### src/sv/dws_pkg.sv
// Shared constants, register codes and controller/datapath bundles for the
// disparity winner select core. No dependencies.

package dws_pkg;

	// Field widths
	localparam int COST_W      = 11;
	localparam int MIN_W       = 9;
	localparam int MAX_W       = 10;
	localparam int MARGIN_W    = 9;
	localparam int MARGIN_FRAC = 8;
	localparam int OUT_W       = 14;

	// Search range and fixed point format
	localparam int MAX_RANGE = 256;
	localparam int FRAC_BITS = 4;

	// Derived widths
	localparam int POS_W  = $clog2(MAX_RANGE);
	localparam int RNG_W  = $clog2(MAX_RANGE + 1);
	localparam int DIFF_W = (RNG_W + 1 > MAX_W + 1) ? RNG_W + 1 : MAX_W + 1;
	localparam int SUM_W  = ((POS_W + 1 > MIN_W) ? POS_W + 1 : MIN_W) + 1;
	localparam int QW     = COST_W + FRAC_BITS;
	localparam int DEN_W  = COST_W + 1;
	localparam int DVS_W  = COST_W + 2;
	localparam int PROD_W = COST_W + MARGIN_W;
	localparam int LIM_W  = PROD_W - MARGIN_FRAC;
	localparam int CNT_W  = $clog2(QW + 1);
	localparam int ACC_A  = (SUM_W + FRAC_BITS > QW + 1) ? SUM_W + FRAC_BITS : QW + 1;
	localparam int ACC_W  = ((ACC_A > OUT_W) ? ACC_A : OUT_W) + 1;

	// Clamp bounds for the active range
	localparam logic signed [DIFF_W-1:0] RANGE_TOP = DIFF_W'(MAX_RANGE);
	localparam logic signed [DIFF_W-1:0] RANGE_BOT = DIFF_W'(1);

	// Stream and configuration port widths
	localparam int S_TDATA_W  = ((COST_W + 7) / 8) * 8;
	localparam int M_TDATA_W  = ((OUT_W + 7) / 8) * 8;
	localparam int CFG_IDX_W  = 2;
	localparam int CFG_DATA_W = MAX_W;

	// Output saturation bounds
	localparam logic signed [ACC_W-1:0] SAT_LO = ACC_W'(-(2 ** (OUT_W - 1)));
	localparam logic signed [ACC_W-1:0] SAT_HI = ACC_W'((2 ** (OUT_W - 1)) - 1);

	// Register reset values
	localparam logic [MIN_W-1:0]    MIN_DISP_RST = MIN_W'(0);
	localparam logic [MAX_W-1:0]    MAX_DISP_RST = MAX_W'(64);
	localparam logic                UNIQ_RST     = 1'b1;
	localparam logic [MARGIN_W-1:0] MARGIN_RST   = MARGIN_W'(13);

	typedef enum logic [CFG_IDX_W-1:0] {
		CFG_DISP_LO           = 2'd0,
		CFG_DISP_HI           = 2'd1,
		CFG_CHECK_UNIQUE      = 2'd2,
		CFG_UNIQUENESS_MARGIN = 2'd3
	} cfg_idx_t;

	// Controller to datapath
	typedef struct packed {
		logic take;       // accepted cost word, update tracking state
		logic prod_en;    // snapshot pixel state, clear tracking
		logic check_en;   // register the verdict
		logic div_start;  // launch subpixel division
		logic load_out;   // fill output register
	} dws_cmd_t;

	// Datapath to controller
	typedef struct packed {
		logic last_cost;  // current word closes the pixel
		logic est_ok;     // uniqueness and edge tests pass
		logic div_done;   // final division step this cycle
	} dws_stat_t;

endpackage

### src/sv/disparity_winner_select_core.sv
// Top level of the winner-take-all disparity selector with parabola subpixel
// refinement. Depends on dws_pkg, dws_ctrl, dws_datapath and dws_div.
//
// Usage:
//   Slave stream carries one aggregated cost word per disparity, from the
//   lowest searched disparity upward; range = upper limit - lowest disparity,
//   clamped to 1..MAX_RANGE. After the last cost of a pixel one result word
//   leaves on the master stream: m_tdata holds the signed subpixel disparity
//   (FRAC_BITS fraction bits), m_tuser flags a valid estimate; rejected pixels
//   give zero.
//   Costs are taken one per cycle while a pixel accumulates. After the last
//   cost, s_tready stays low through the PROD, CHECK and EMIT states and,
//   for a valid pixel, through the division, one quotient bit per cycle.
//   The result shows on m_tvalid in the cycle s_tready returns. The output
//   register holds the result while the receiver stalls and the next pixel
//   accumulates meanwhile; only the next hand-off waits for it to drain.
//   Reset clears all per-pixel tracking and loads the register defaults
//   (lowest disparity 0, upper limit 64, uniqueness on, margin 13/256).
//   Configuration words are always accepted; write them only while no pixel
//   is in flight.

module disparity_winner_select_core (
	input  logic                           clk,
	input  logic                           arst_n,
	// Cost stream
	input  logic                           s_tvalid,
	output logic                           s_tready,
	input  logic [dws_pkg::S_TDATA_W-1:0]  s_tdata,   // [10:0] cost, rest zero
	// Result stream
	output logic                           m_tvalid,
	input  logic                           m_tready,
	output logic [dws_pkg::M_TDATA_W-1:0]  m_tdata,   // [13:0] disparity, rest zero
	output logic                           m_tuser,   // [0] valid_res
	// Register writes
	input  logic                           cfg_valid,
	output logic                           cfg_ready,
	input  logic [dws_pkg::CFG_IDX_W-1:0]  cfg_index,
	input  logic [dws_pkg::CFG_DATA_W-1:0] cfg_data
);

	dws_pkg::dws_cmd_t         cmd;
	dws_pkg::dws_stat_t        stat;
	logic [dws_pkg::OUT_W-1:0] disparity;

	// Register writes never stall
	assign cfg_ready = 1'b1;

	dws_ctrl u_ctrl (
		.clk      (clk),
		.arst_n   (arst_n),
		.s_tvalid (s_tvalid),
		.s_tready (s_tready),
		.m_tvalid (m_tvalid),
		.m_tready (m_tready),
		.stat     (stat),
		.cmd      (cmd)
	);

	dws_datapath u_dp (
		.clk       (clk),
		.arst_n    (arst_n),
		.cfg_valid (cfg_valid),
		.cfg_index (cfg_index),
		.cfg_data  (cfg_data),
		.cost      (s_tdata[dws_pkg::COST_W-1:0]),
		.cmd       (cmd),
		.stat      (stat),
		.disparity (disparity),
		.valid_res (m_tuser)
	);

	// Zero-pad the disparity up to whole bytes
	assign m_tdata = dws_pkg::M_TDATA_W'(disparity);

endmodule

### src/sv/dws_div.sv
// Restoring divider, one quotient bit per cycle, for the subpixel offset.
// Depends on dws_pkg.

module dws_div (
	input  logic                      clk,
	input  logic                      arst_n,
	input  logic                      start,
	input  logic [dws_pkg::QW-1:0]    dividend,
	input  logic [dws_pkg::DVS_W-1:0] divisor,
	output logic [dws_pkg::QW-1:0]    quotient,
	output logic                      done
);

	logic [dws_pkg::QW-1:0]    shift_q;
	logic [dws_pkg::DVS_W-1:0] rem_q;
	logic [dws_pkg::DVS_W-1:0] dvs_q;
	logic [dws_pkg::CNT_W-1:0] cnt_q;
	logic                      busy_q;
	logic [dws_pkg::DVS_W:0]   trial;
	logic                      fits;

	always_comb begin
		trial = {rem_q, shift_q[dws_pkg::QW-1]};
		fits  = trial >= {1'b0, dvs_q};
	end

	assign done     = busy_q && (cnt_q == dws_pkg::CNT_W'(dws_pkg::QW - 1));
	assign quotient = shift_q;

	always_ff @(posedge clk or negedge arst_n) begin
		if (!arst_n) begin
			busy_q <= 1'b0;
			cnt_q  <= '0;
		end else if (start) begin
			busy_q <= 1'b1;
			cnt_q  <= '0;
		end else if (busy_q) begin
			cnt_q <= cnt_q + dws_pkg::CNT_W'(1);
			if (done) begin
				busy_q <= 1'b0;
			end
		end
	end

	// Payload: shift the dividend out at the top, quotient bits in at the bottom
	always_ff @(posedge clk) begin
		if (start) begin
			shift_q <= dividend;
			rem_q   <= '0;
			dvs_q   <= divisor;
		end else if (busy_q) begin
			shift_q <= {shift_q[dws_pkg::QW-2:0], fits};
			rem_q   <= fits ? dws_pkg::DVS_W'(trial - {1'b0, dvs_q})
			                : trial[dws_pkg::DVS_W-1:0];
		end
	end

endmodule

### src/sv/dws_datapath.sv
// Datapath: configuration registers, per-pixel cost tracking, verdict,
// subpixel offset and output register. Depends on dws_pkg and dws_div.

module dws_datapath (
	input  logic                           clk,
	input  logic                           arst_n,
	input  logic                           cfg_valid,
	input  logic [dws_pkg::CFG_IDX_W-1:0]  cfg_index,
	input  logic [dws_pkg::CFG_DATA_W-1:0] cfg_data,
	input  logic [dws_pkg::COST_W-1:0]     cost,
	input  dws_pkg::dws_cmd_t              cmd,
	output dws_pkg::dws_stat_t             stat,
	output logic [dws_pkg::OUT_W-1:0]      disparity,
	output logic                           valid_res
);

	// Configuration
	logic [dws_pkg::MIN_W-1:0]    min_disp_q;
	logic [dws_pkg::MAX_W-1:0]    max_disp_q;
	logic                         uniq_q;
	logic [dws_pkg::MARGIN_W-1:0] margin_q;

	// Pixel tracking
	logic [dws_pkg::POS_W-1:0]  position_q;
	logic [dws_pkg::COST_W-1:0] best_q;
	logic [dws_pkg::COST_W-1:0] runner_q;
	logic [dws_pkg::POS_W-1:0]  best_pos_q;
	logic [dws_pkg::COST_W-1:0] prev_q;
	logic [dws_pkg::COST_W-1:0] below_q;
	logic [dws_pkg::COST_W-1:0] above_q;
	logic                       await_q;

	// Snapshot at end of pixel
	logic [dws_pkg::PROD_W-1:0]       prod_q;
	logic [dws_pkg::COST_W-1:0]       gap_q;
	logic                             edge_q;
	logic signed [dws_pkg::SUM_W-1:0] sum_q;
	logic [dws_pkg::COST_W-1:0]       diff_q;
	logic                             neg_q;
	logic [dws_pkg::DEN_W-1:0]        den_q;
	logic                             verdict_q;

	// Output register
	logic [dws_pkg::OUT_W-1:0] disp_q;
	logic                      vres_q;

	logic signed [dws_pkg::DIFF_W-1:0] span;
	logic [dws_pkg::RNG_W-1:0]         range;
	logic [dws_pkg::RNG_W-1:0]         pos_next;
	logic [dws_pkg::COST_W+1:0]        side_sum;
	logic [dws_pkg::COST_W+1:0]        twice_best;
	logic [dws_pkg::DEN_W-1:0]         den;
	logic [dws_pkg::QW-1:0]            quo;
	logic                              div_done;
	logic signed [dws_pkg::ACC_W-1:0]  base;
	logic signed [dws_pkg::ACC_W-1:0]  off;
	logic signed [dws_pkg::ACC_W-1:0]  acc;
	logic [dws_pkg::OUT_W-1:0]         sat;

	// Active range, clamped to 1..MAX_RANGE
	always_comb begin
		span = dws_pkg::DIFF_W'($signed(max_disp_q)) - dws_pkg::DIFF_W'($signed(min_disp_q));
		if (span < dws_pkg::RANGE_BOT) begin
			range = dws_pkg::RNG_W'(1);
		end else if (span > dws_pkg::RANGE_TOP) begin
			range = dws_pkg::RNG_W'(dws_pkg::MAX_RANGE);
		end else begin
			range = span[dws_pkg::RNG_W-1:0];
		end
		pos_next = dws_pkg::RNG_W'(position_q) + dws_pkg::RNG_W'(1);
	end

	// Parabola denominator, held at one or more
	always_comb begin
		side_sum   = {2'b00, below_q} + {2'b00, above_q};
		twice_best = {1'b0, best_q, 1'b0};
		if (side_sum <= twice_best) begin
			den = dws_pkg::DEN_W'(1);
		end else begin
			den = dws_pkg::DEN_W'(side_sum - twice_best);
		end
	end

	always_comb begin
		stat.last_cost = pos_next >= range;
		stat.est_ok    = !edge_q &&
		                 !(uniq_q && (dws_pkg::LIM_W'(gap_q) <=
		                   prod_q[dws_pkg::PROD_W-1:dws_pkg::MARGIN_FRAC]));
		stat.div_done  = div_done;
	end

	dws_div u_div (
		.clk      (clk),
		.arst_n   (arst_n),
		.start    (cmd.div_start),
		.dividend ({diff_q, {dws_pkg::FRAC_BITS{1'b0}}}),
		.divisor  ({den_q, 1'b0}),
		.quotient (quo),
		.done     (div_done)
	);

	// Final disparity: integer part plus signed offset, saturated
	always_comb begin
		base = dws_pkg::ACC_W'(sum_q) <<< dws_pkg::FRAC_BITS;
		off  = neg_q ? -dws_pkg::ACC_W'(quo) : dws_pkg::ACC_W'(quo);
		acc  = base + off;
		if (acc < dws_pkg::SAT_LO) begin
			sat = dws_pkg::SAT_LO[dws_pkg::OUT_W-1:0];
		end else if (acc > dws_pkg::SAT_HI) begin
			sat = dws_pkg::SAT_HI[dws_pkg::OUT_W-1:0];
		end else begin
			sat = acc[dws_pkg::OUT_W-1:0];
		end
	end

	always_ff @(posedge clk or negedge arst_n) begin
		if (!arst_n) begin
			min_disp_q <= dws_pkg::MIN_DISP_RST;
			max_disp_q <= dws_pkg::MAX_DISP_RST;
			uniq_q     <= dws_pkg::UNIQ_RST;
			margin_q   <= dws_pkg::MARGIN_RST;
		end else if (cfg_valid) begin
			unique case (dws_pkg::cfg_idx_t'(cfg_index))
				dws_pkg::CFG_DISP_LO:           min_disp_q <= cfg_data[dws_pkg::MIN_W-1:0];
				dws_pkg::CFG_DISP_HI:           max_disp_q <= cfg_data[dws_pkg::MAX_W-1:0];
				dws_pkg::CFG_CHECK_UNIQUE:      uniq_q     <= cfg_data[0];
				dws_pkg::CFG_UNIQUENESS_MARGIN: margin_q   <= cfg_data[dws_pkg::MARGIN_W-1:0];
				default: ;
			endcase
		end
	end

	always_ff @(posedge clk or negedge arst_n) begin
		if (!arst_n) begin
			position_q <= '0;
			best_q     <= '1;
			runner_q   <= '1;
			best_pos_q <= '0;
			prev_q     <= '0;
			below_q    <= '0;
			above_q    <= '0;
			await_q    <= 1'b0;
		end else if (cmd.prod_en) begin
			position_q <= '0;
			best_q     <= '1;
			runner_q   <= '1;
			best_pos_q <= '0;
			prev_q     <= '0;
			below_q    <= '0;
			above_q    <= '0;
			await_q    <= 1'b0;
		end else if (cmd.take) begin
			if (position_q == '0) begin
				best_q     <= cost;
				best_pos_q <= '0;
				runner_q   <= '1;
				await_q    <= 1'b1;
			end else if (cost < best_q) begin
				runner_q   <= best_q;
				best_q     <= cost;
				best_pos_q <= position_q;
				below_q    <= prev_q;
				await_q    <= 1'b1;
			end else begin
				if (cost < runner_q) begin
					runner_q <= cost;
				end
				if (await_q) begin
					above_q <= cost;
					await_q <= 1'b0;
				end
			end
			prev_q <= cost;
			if (!stat.last_cost) begin
				position_q <= pos_next[dws_pkg::POS_W-1:0];
			end
		end
	end

	// Payload registers
	always_ff @(posedge clk) begin
		if (cmd.prod_en) begin
			prod_q <= dws_pkg::PROD_W'(best_q) * dws_pkg::PROD_W'(margin_q);
			gap_q  <= runner_q - best_q;
			edge_q <= (best_pos_q == '0) ||
			          (dws_pkg::RNG_W'(best_pos_q) >= range - dws_pkg::RNG_W'(1));
			sum_q  <= dws_pkg::SUM_W'($signed(min_disp_q)) +
			          $signed(dws_pkg::SUM_W'(best_pos_q));
			diff_q <= (below_q >= above_q) ? below_q - above_q : above_q - below_q;
			neg_q  <= below_q < above_q;
			den_q  <= den;
		end
		if (cmd.check_en) begin
			verdict_q <= stat.est_ok;
		end
		if (cmd.load_out) begin
			disp_q <= verdict_q ? sat : '0;
			vres_q <= verdict_q;
		end
	end

	assign disparity = disp_q;
	assign valid_res = vres_q;

endmodule

### src/sv/dws_ctrl.sv
// Controller: sequences accumulation, end-of-pixel evaluation, division and
// result hand-off. Depends on dws_pkg.

module dws_ctrl (
	input  logic               clk,
	input  logic               arst_n,
	input  logic               s_tvalid,
	output logic               s_tready,
	output logic               m_tvalid,
	input  logic               m_tready,
	input  dws_pkg::dws_stat_t stat,
	output dws_pkg::dws_cmd_t  cmd
);

	typedef enum logic [2:0] {
		ST_ACCUM,
		ST_PROD,
		ST_CHECK,
		ST_DIV,
		ST_EMIT
	} state_t;

	state_t state_q;
	logic   out_full_q;

	always_comb begin
		s_tready     = state_q == ST_ACCUM;
		cmd.take     = s_tvalid && s_tready;
		cmd.prod_en  = state_q == ST_PROD;
		cmd.check_en = state_q == ST_CHECK;
		cmd.div_start = (state_q == ST_CHECK) && stat.est_ok;
		cmd.load_out = (state_q == ST_EMIT) && (!out_full_q || m_tready);
	end

	assign m_tvalid = out_full_q;

	always_ff @(posedge clk or negedge arst_n) begin
		if (!arst_n) begin
			state_q    <= ST_ACCUM;
			out_full_q <= 1'b0;
		end else begin
			unique case (state_q)
				ST_ACCUM: begin
					if (cmd.take && stat.last_cost) begin
						state_q <= ST_PROD;
					end
				end
				ST_PROD: state_q <= ST_CHECK;
				ST_CHECK: begin
					state_q <= stat.est_ok ? ST_DIV : ST_EMIT;
				end
				ST_DIV: begin
					if (stat.div_done) begin
						state_q <= ST_EMIT;
					end
				end
				ST_EMIT: begin
					if (cmd.load_out) begin
						state_q <= ST_ACCUM;
					end
				end
				default: state_q <= ST_ACCUM;
			endcase
			if (cmd.load_out) begin
				out_full_q <= 1'b1;
			end else if (m_tready) begin
				out_full_q <= 1'b0;
			end
		end
	end

endmodule

### config.mk
export PLATFORM = sky130hd
export DESIGN_NAME = disparity_winner_select_core
export DESIGN_NICKNAME = d
export VERILOG_FILES = /design/src/sv/dws_pkg.sv /design/src/sv/disparity_winner_select_core.sv /design/src/sv/dws_div.sv /design/src/sv/dws_datapath.sv /design/src/sv/dws_ctrl.sv
export SDC_FILE = /design/constraint.sdc
export NUM_CORES = 1
export LEC_CHECK = 0
export BUFFER_PORTS_ARGS = -buffer_cell sky130_fd_sc_hd__buf_2
export CORE_AREA = 5 5 248 250
export CTS_CLUSTER_DIAMETER = 50
export DETAILED_ROUTE_END_ITERATION = 8
export DIE_AREA = 0 0 253 255
export HOLD_SLACK_MARGIN = 0.15
export SETUP_SLACK_MARGIN = 0.15
export SYNTH_ARGS = -nofsm -noshare
export SYNTH_HDL_FRONTEND = slang
export SYNTH_HIERARCHICAL = 1
export SYNTH_SLANG_ARGS = --single-unit
export TNS_END_PERCENT = 1
### constraint.sdc
create_clock -name clk -period 18 [get_ports clk]
set_input_delay 2.7 -clock clk [delete_from_list [all_inputs] [get_ports clk]]
set_output_delay 2.7 -clock clk [all_outputs]
set_load 0.005 [all_outputs]
Word-level counts from Yosys, hierarchy flattened --
Index checks and enable logic that the tools add are counted.
Word-level totals: bits of input ports 33, register bits after elaboration 232, logic and storage cells 159, output and inout port bits 20
Operators by class: multiplexer cells 52, order comparisons 13, equality and inequality tests 14, multiply operators 1, bitwise logic cells 1, reduce and logical (&&, ||, !) cells 34, add/subtract/negate cells 13
Operators by type and width (number):
- 11-bit 2-to-1 mux | 21
- 8-bit 2-to-1 mux | 7
- 11-bit < comparator | 3
- 11-bit subtractor | 3
- 15-bit 2-to-1 mux | 2
- 14-bit 2-to-1 mux | 2
- 11-bit by 9-bit multiplier with 20-bit output | 1
- 9-bit 2-to-1 mux | 2
- 14-bit by 17-bit adder with 17-bit output | 1
- 17-bit by 14-bit > comparator with 1-bit output, second input constant | 1
- 17-bit by 14-bit < comparator with 1-bit output, second input constant | 1
- 17-bit 2-to-1 mux | 1
- 15-bit negation with 17-bit output | 1
- 8-bit zero test | 2
- 3-bit case mux with 5 select lines | 1
- 14-bit by 13-bit greater-or-equal comparator with 1-bit output | 1
- 2-bit AND reduction | 7
- 13-bit by 12-bit <= comparator with 1-bit output | 1
- 13-bit 2-to-1 mux | 1
- 13-bit subtractor | 1
- 11-bit by 11-bit adder with 12-bit output | 1
- 11-bit by 12-bit <= comparator with 1-bit output | 1
- 3-bit 2-to-1 mux | 4
- 12-bit subtractor | 1
- other kinds (32) | 61

Depth between registers and ports, before layout --
word-level depth 8, gate-level depth with buffers 22, gate-level depth less buffers 22

Modules after synthesis --
The synthesis kept the hierarchy.
By module, submodules not included:
- dws_datapath | seq. area each 4783.3 µm², cells an instance 1620, times used 1, area each 15217.1 µm²
- dws_div | seq. area each 1226.2 µm², cells an instance 242, times used 1, area each 2593.7 µm²
- dws_ctrl | seq. area each 100.1 µm², cells an instance 24, times used 1, area each 219.0 µm²
- disparity_winner_select_core | seq. area each 0.0 µm², cells an instance 5, times used 1, area each 30.0 µm²

Worst setup path before layout --
No wires, ideal clock.
path type register to register, from register u_ctrl.state_q[1], to register u_dp/runner_q[0] (netlist bit), data required time 17904 ps, clock period less this slack 6749 ps, library setup time 96 ps, path buffers 1, data arrival time 6652 ps, setup slack 11251 ps, stages on the path, launching flop included 8, path through dfrtp_1 -> nor3b_1 -> o21bai_1 -> or3_1 -> a31oi_1 -> or3_1 -> clkbuf_1 -> a31oi_1
RTL lines:
- start: declaration | line dws_ctrl.sv:23 | state_t state_q;
- start signal: assignment | line dws_ctrl.sv:50 | state_q <= stat.est_ok ? ST_DIV : ST_EMIT;
- end signal: assignment | line dws_datapath.sv:159 | runner_q <= best_q;
- end signal: assignment | line dws_datapath.sv:166 | runner_q <= cost;
- end: declaration | line dws_datapath.sv:26 | logic [dws_pkg::COST_W-1:0] runner_q;

Final worst setup path --
from register u_dp/min_disp_q[0] (netlist bit), to register u_dp.edge_q, data pin
Between the ends: word-level cells in the longest chain between the ends 7, elaborated cells on any way between the ends 8, classes of those cells 2 x add/sub; 3 x order compare; 2 x mux; 1 x reduce/logical
RTL lines:
- start: declaration | line dws_datapath.sv:18 | logic [dws_pkg::MIN_W-1:0] min_disp_q;
- start signal: assignment | line dws_datapath.sv:118 | min_disp_q <= dws_pkg::MIN_DISP_RST;
- start signal: assignment | line dws_datapath.sv:124 | dws_pkg::CFG_DISP_LO: min_disp_q <= cfg_data[dws_pkg::MIN_W-1:0];
- 10-bit by 9-bit subtractor with 11-bit output (*) | line dws_datapath.sv:62 | span = dws_pkg::DIFF_W'($signed(max_disp_q)) - dws_pkg::DIFF_W'($signed(min_disp_q));
- 11-bit by 10-bit > comparator with 1-bit output | line dws_datapath.sv:65 | end else if (span > dws_pkg::RANGE_TOP) begin
- 9-bit 2-to-1 mux | line dws_datapath.sv:65
- 9-bit 2-to-1 mux (*) | line dws_datapath.sv:63 | if (span < dws_pkg::RANGE_BOT) begin
- 9-bit by 1-bit subtractor with 9-bit output (*) | line dws_datapath.sv:186 | (dws_pkg::RNG_W'(best_pos_q) >= range - dws_pkg::RNG_W'(1));
- 8-bit by 9-bit greater-or-equal comparator with 1-bit output (*) | line dws_datapath.sv:186
- 1-bit logical OR (*) | line dws_datapath.sv:185 | edge_q <= (best_pos_q == '0) ||
- end signal: assignment | line dws_datapath.sv:185
- end: declaration | line dws_datapath.sv:36 | logic edge_q;
Mark *: on every way between the ends. The rest lies on a longest branch, timed or not. A chain may end at the register's enable or synchronous reset.

==> run metrics <==
RSZ-0062 raised after global routing=false; placed cell area=19000 µm²; non-filler instance count after layout=2707; DRT antenna net count=0; library cells used by synthesis=78; syn avg cell area=9.55 µm²; gr ovfl total=0; Port Buf Inserts=44; GR Layer Usage met3=2.28%; placed insts=2647; share of synthesized registers carrying an async set or reset=48.9%; GRT Max-Usage Layer=met2; sequential-to-total area share from yosys stat=33.8%; Layout area overhead=11.3%; hold_buf cts=0; most frequent cells in the layout=inv_1, ha_1, nor2_1, nand2_1, edfxtp_1; Max FO, Critical Path=13; global-route wire length before repair=69800 µm; clk buf depth=3; 1st-iter DRT viols=567; DP HPWL=32200 µm; Yosys top cell area share=17.0%; Die W=253 µm; final worst path period need=5.90 ns; Worst Path Arrival=6.19 ns; critical path capture point type=flip-flop; status=finished clean; layout cells sized above 1=11.0%; vias per cell=4.95; Clock Latency Late Sink=0.57 ns; Vias=13388; total wire length=42200 µm; critical path launch point type=flip-flop; Post-Syn Instances=1891; Setup CP Type=reg2reg; Max-Cap Viols=0; # nets final=2198; initial antenna violation count=3; Final Hold Fails=0; Final Cycle Share=32.8%; relative slew slack=30.7%; total track usage=13.0%; top area cells in the synthesized netlist=edfxtp_1, ha_1, dfrtp_1, fa_1, inv_1; vias in the first global route=13751; Final Setup Violations=0; number of synthesized flops with an enable pin=102; Pre-antenna DRT Iters=5; worst slew pin tran=1.04 ns; Critical Path RT=18.29 ns; die area=64500 µm²; CTS buffer count=31; Final Max Slew Viols=0; Residual DRC=0; number of setup buffers added after CTS=0; CTS resizes=0; number of core rows=89; Mapped Area=18100 µm²; Synth Register Bits=225; Ys Warns=6; GPL Wtd Cong=0.836; area leader, netlist=edfxtp_1; Die Y-Extent=255 µm; finished layout cell area=20100 µm²; TNS Setup=0 ns; starting density of the core=30.7%; CTS tree=done; Root Driver=clkbuf_16; io pins=53; depth of the most critical reg-to-reg path=18; Worst Skew=0.0259 ns; worst hold path depth=0; clk slew on worst S/H paths=0.06 ns; met2 GRT Util=21.8%; largest net degree at the start of global routing=75; htree depth=1; Core Box Area=58800 µm²; Max Freq=169 MHz; Min-Delay Path Class=reg2reg; grt met1 use=17.4%; Routed wire per std cell=15.6 µm; commonest non-fill, non-tap cell in the layout=inv_1; Sink Count=225; Top FF cell, synth=edfxtp_1
[sequential cells by signal, indices dropped and copies added (netlist names), 8 cells and up]
signal and cells:
u_dp/best_q 11, u_dp/prod_q 12, u_dp/disparity 14, u_dp/below_q 11, u_dp/position_q 8, u_dp/sum_q 10, u_dp/margin_q 9, u_dp/u_div/dvs_q 13
u_dp/gap_q 11, u_dp/above_q 11, u_dp/max_disp_q 10, u_dp/u_div/rem_q 13, u_dp/diff_q 11, u_dp/best_pos_q 8, u_dp/prev_q 11, u_dp/runner_q 11
u_dp/min_disp_q 9, u_dp/den_q 12, u_dp/u_div/quotient 15
[layer usage]
layer | vias up | wire, µm
met5 | - | 0
met4 | 0 | 1070
met3 | 71 | 1920
met2 | 266 | 19700
met1 | 6435 | 19500
li1 | 6616 | -
[per-stage QoR]
stage	hold WS, ns	util [%]	setup WS, ns
floorplan	0.400	-	11.25
global placement	0.402	32.4	12.30
detailed placement	0.405	32.4	12.18
CTS	0.409	34.2	12.18
global route	0.417	34.2	11.74
finish	0.408	34.2	12.10
[final timing paths]
check | slack (ns) | startpoint | endpoint
min reg2reg | 0.41 | u_dp/den_q[6]$_SDFFCE_PP0P_ | u_dp/u_div/dvs_q[7]$_DFFE_PP_
max in group asynchronous | 14.48 | arst_n | u_dp/max_disp_q[9]$_DFFE_PN0P_
min | 0.41 | u_dp/den_q[6]$_SDFFCE_PP0P_ | u_dp/u_div/dvs_q[7]$_DFFE_PP_
max | 12.10 | u_dp/min_disp_q[0]$_DFFE_PN0P_ | u_dp/edge_q$_DFFE_PP_
min in group asynchronous | 2.12 | arst_n | u_dp/u_div/cnt_q[3]$_DFFE_PN0P_
max reg2reg | 12.10 | u_dp/min_disp_q[0]$_DFFE_PN0P_ | u_dp/edge_q$_DFFE_PP_
[logic make-up after synthesis]
kind of cell               after synthesis  synth area share [%]
buffers and inverters                  282                  6.07
and+or+nand+nor                        567                  15.5
other                                    3                0.0623
muxes                                  107                  6.28
xor gates and xnor gates                87                  4.22
AOI/OAI and AO/OA                      362                  13.2
DFF                                    225                  33.8
adders and majority gates              258                  20.9
[synth_stat cells, types with 17 or more instances]
master	instances
xnor2_1	53
nor3_1	32
o21ai_0	76
nand2_1	138
a21o_1	42
xor2_1	34
nand2b_1	32
a21oi_1	94
mux2_2	50
and2_1	43
mux2i_1	57
dfrtp_1	83
ha_1	186
fa_1	72
nand3_1	38
nor4_1	17
nor2_1	157
clkbuf_1	59
nor2b_1	24
inv_1	201
edfxtp_1	102
a31oi_1	17
dfstp_2	27
[area by class of cell]
cell class / count / area (µm²)
clock buffer: 37 / 818
sequential: 225 / 6110
timing repair buffer: 58 / 328
clock inverter: 21 / 235
tap: 773 / 967
fill: 6025 / 38700
multi-input combinational: 1389 / 10900
antenna: 2 / 5.00
inverter: 202 / 758
[critical path, stage by stage (launching register included)]
cell and delay (ns):
dfrtp_1 0.40, ha_1 0.24, fa_1 0.39, nand2b_1 0.19
a21oi_1 0.17, xnor2_1 0.19, a2111o_1 0.51, a2111oi_4 0.37
mux2i_1 0.86, nand2b_1 0.20, ha_1 0.35, mux2_2 0.30
a22oi_1 0.16, ha_1 0.26, or2_2 0.27, a21oi_1 0.20
a2111oi_0 0.11, a311oi_1 0.28, nand3_1 0.16
Power is left out: the tool's default activity adds up to more than one toggle a clock period on the data nets, which glitch-free logic cannot reach.
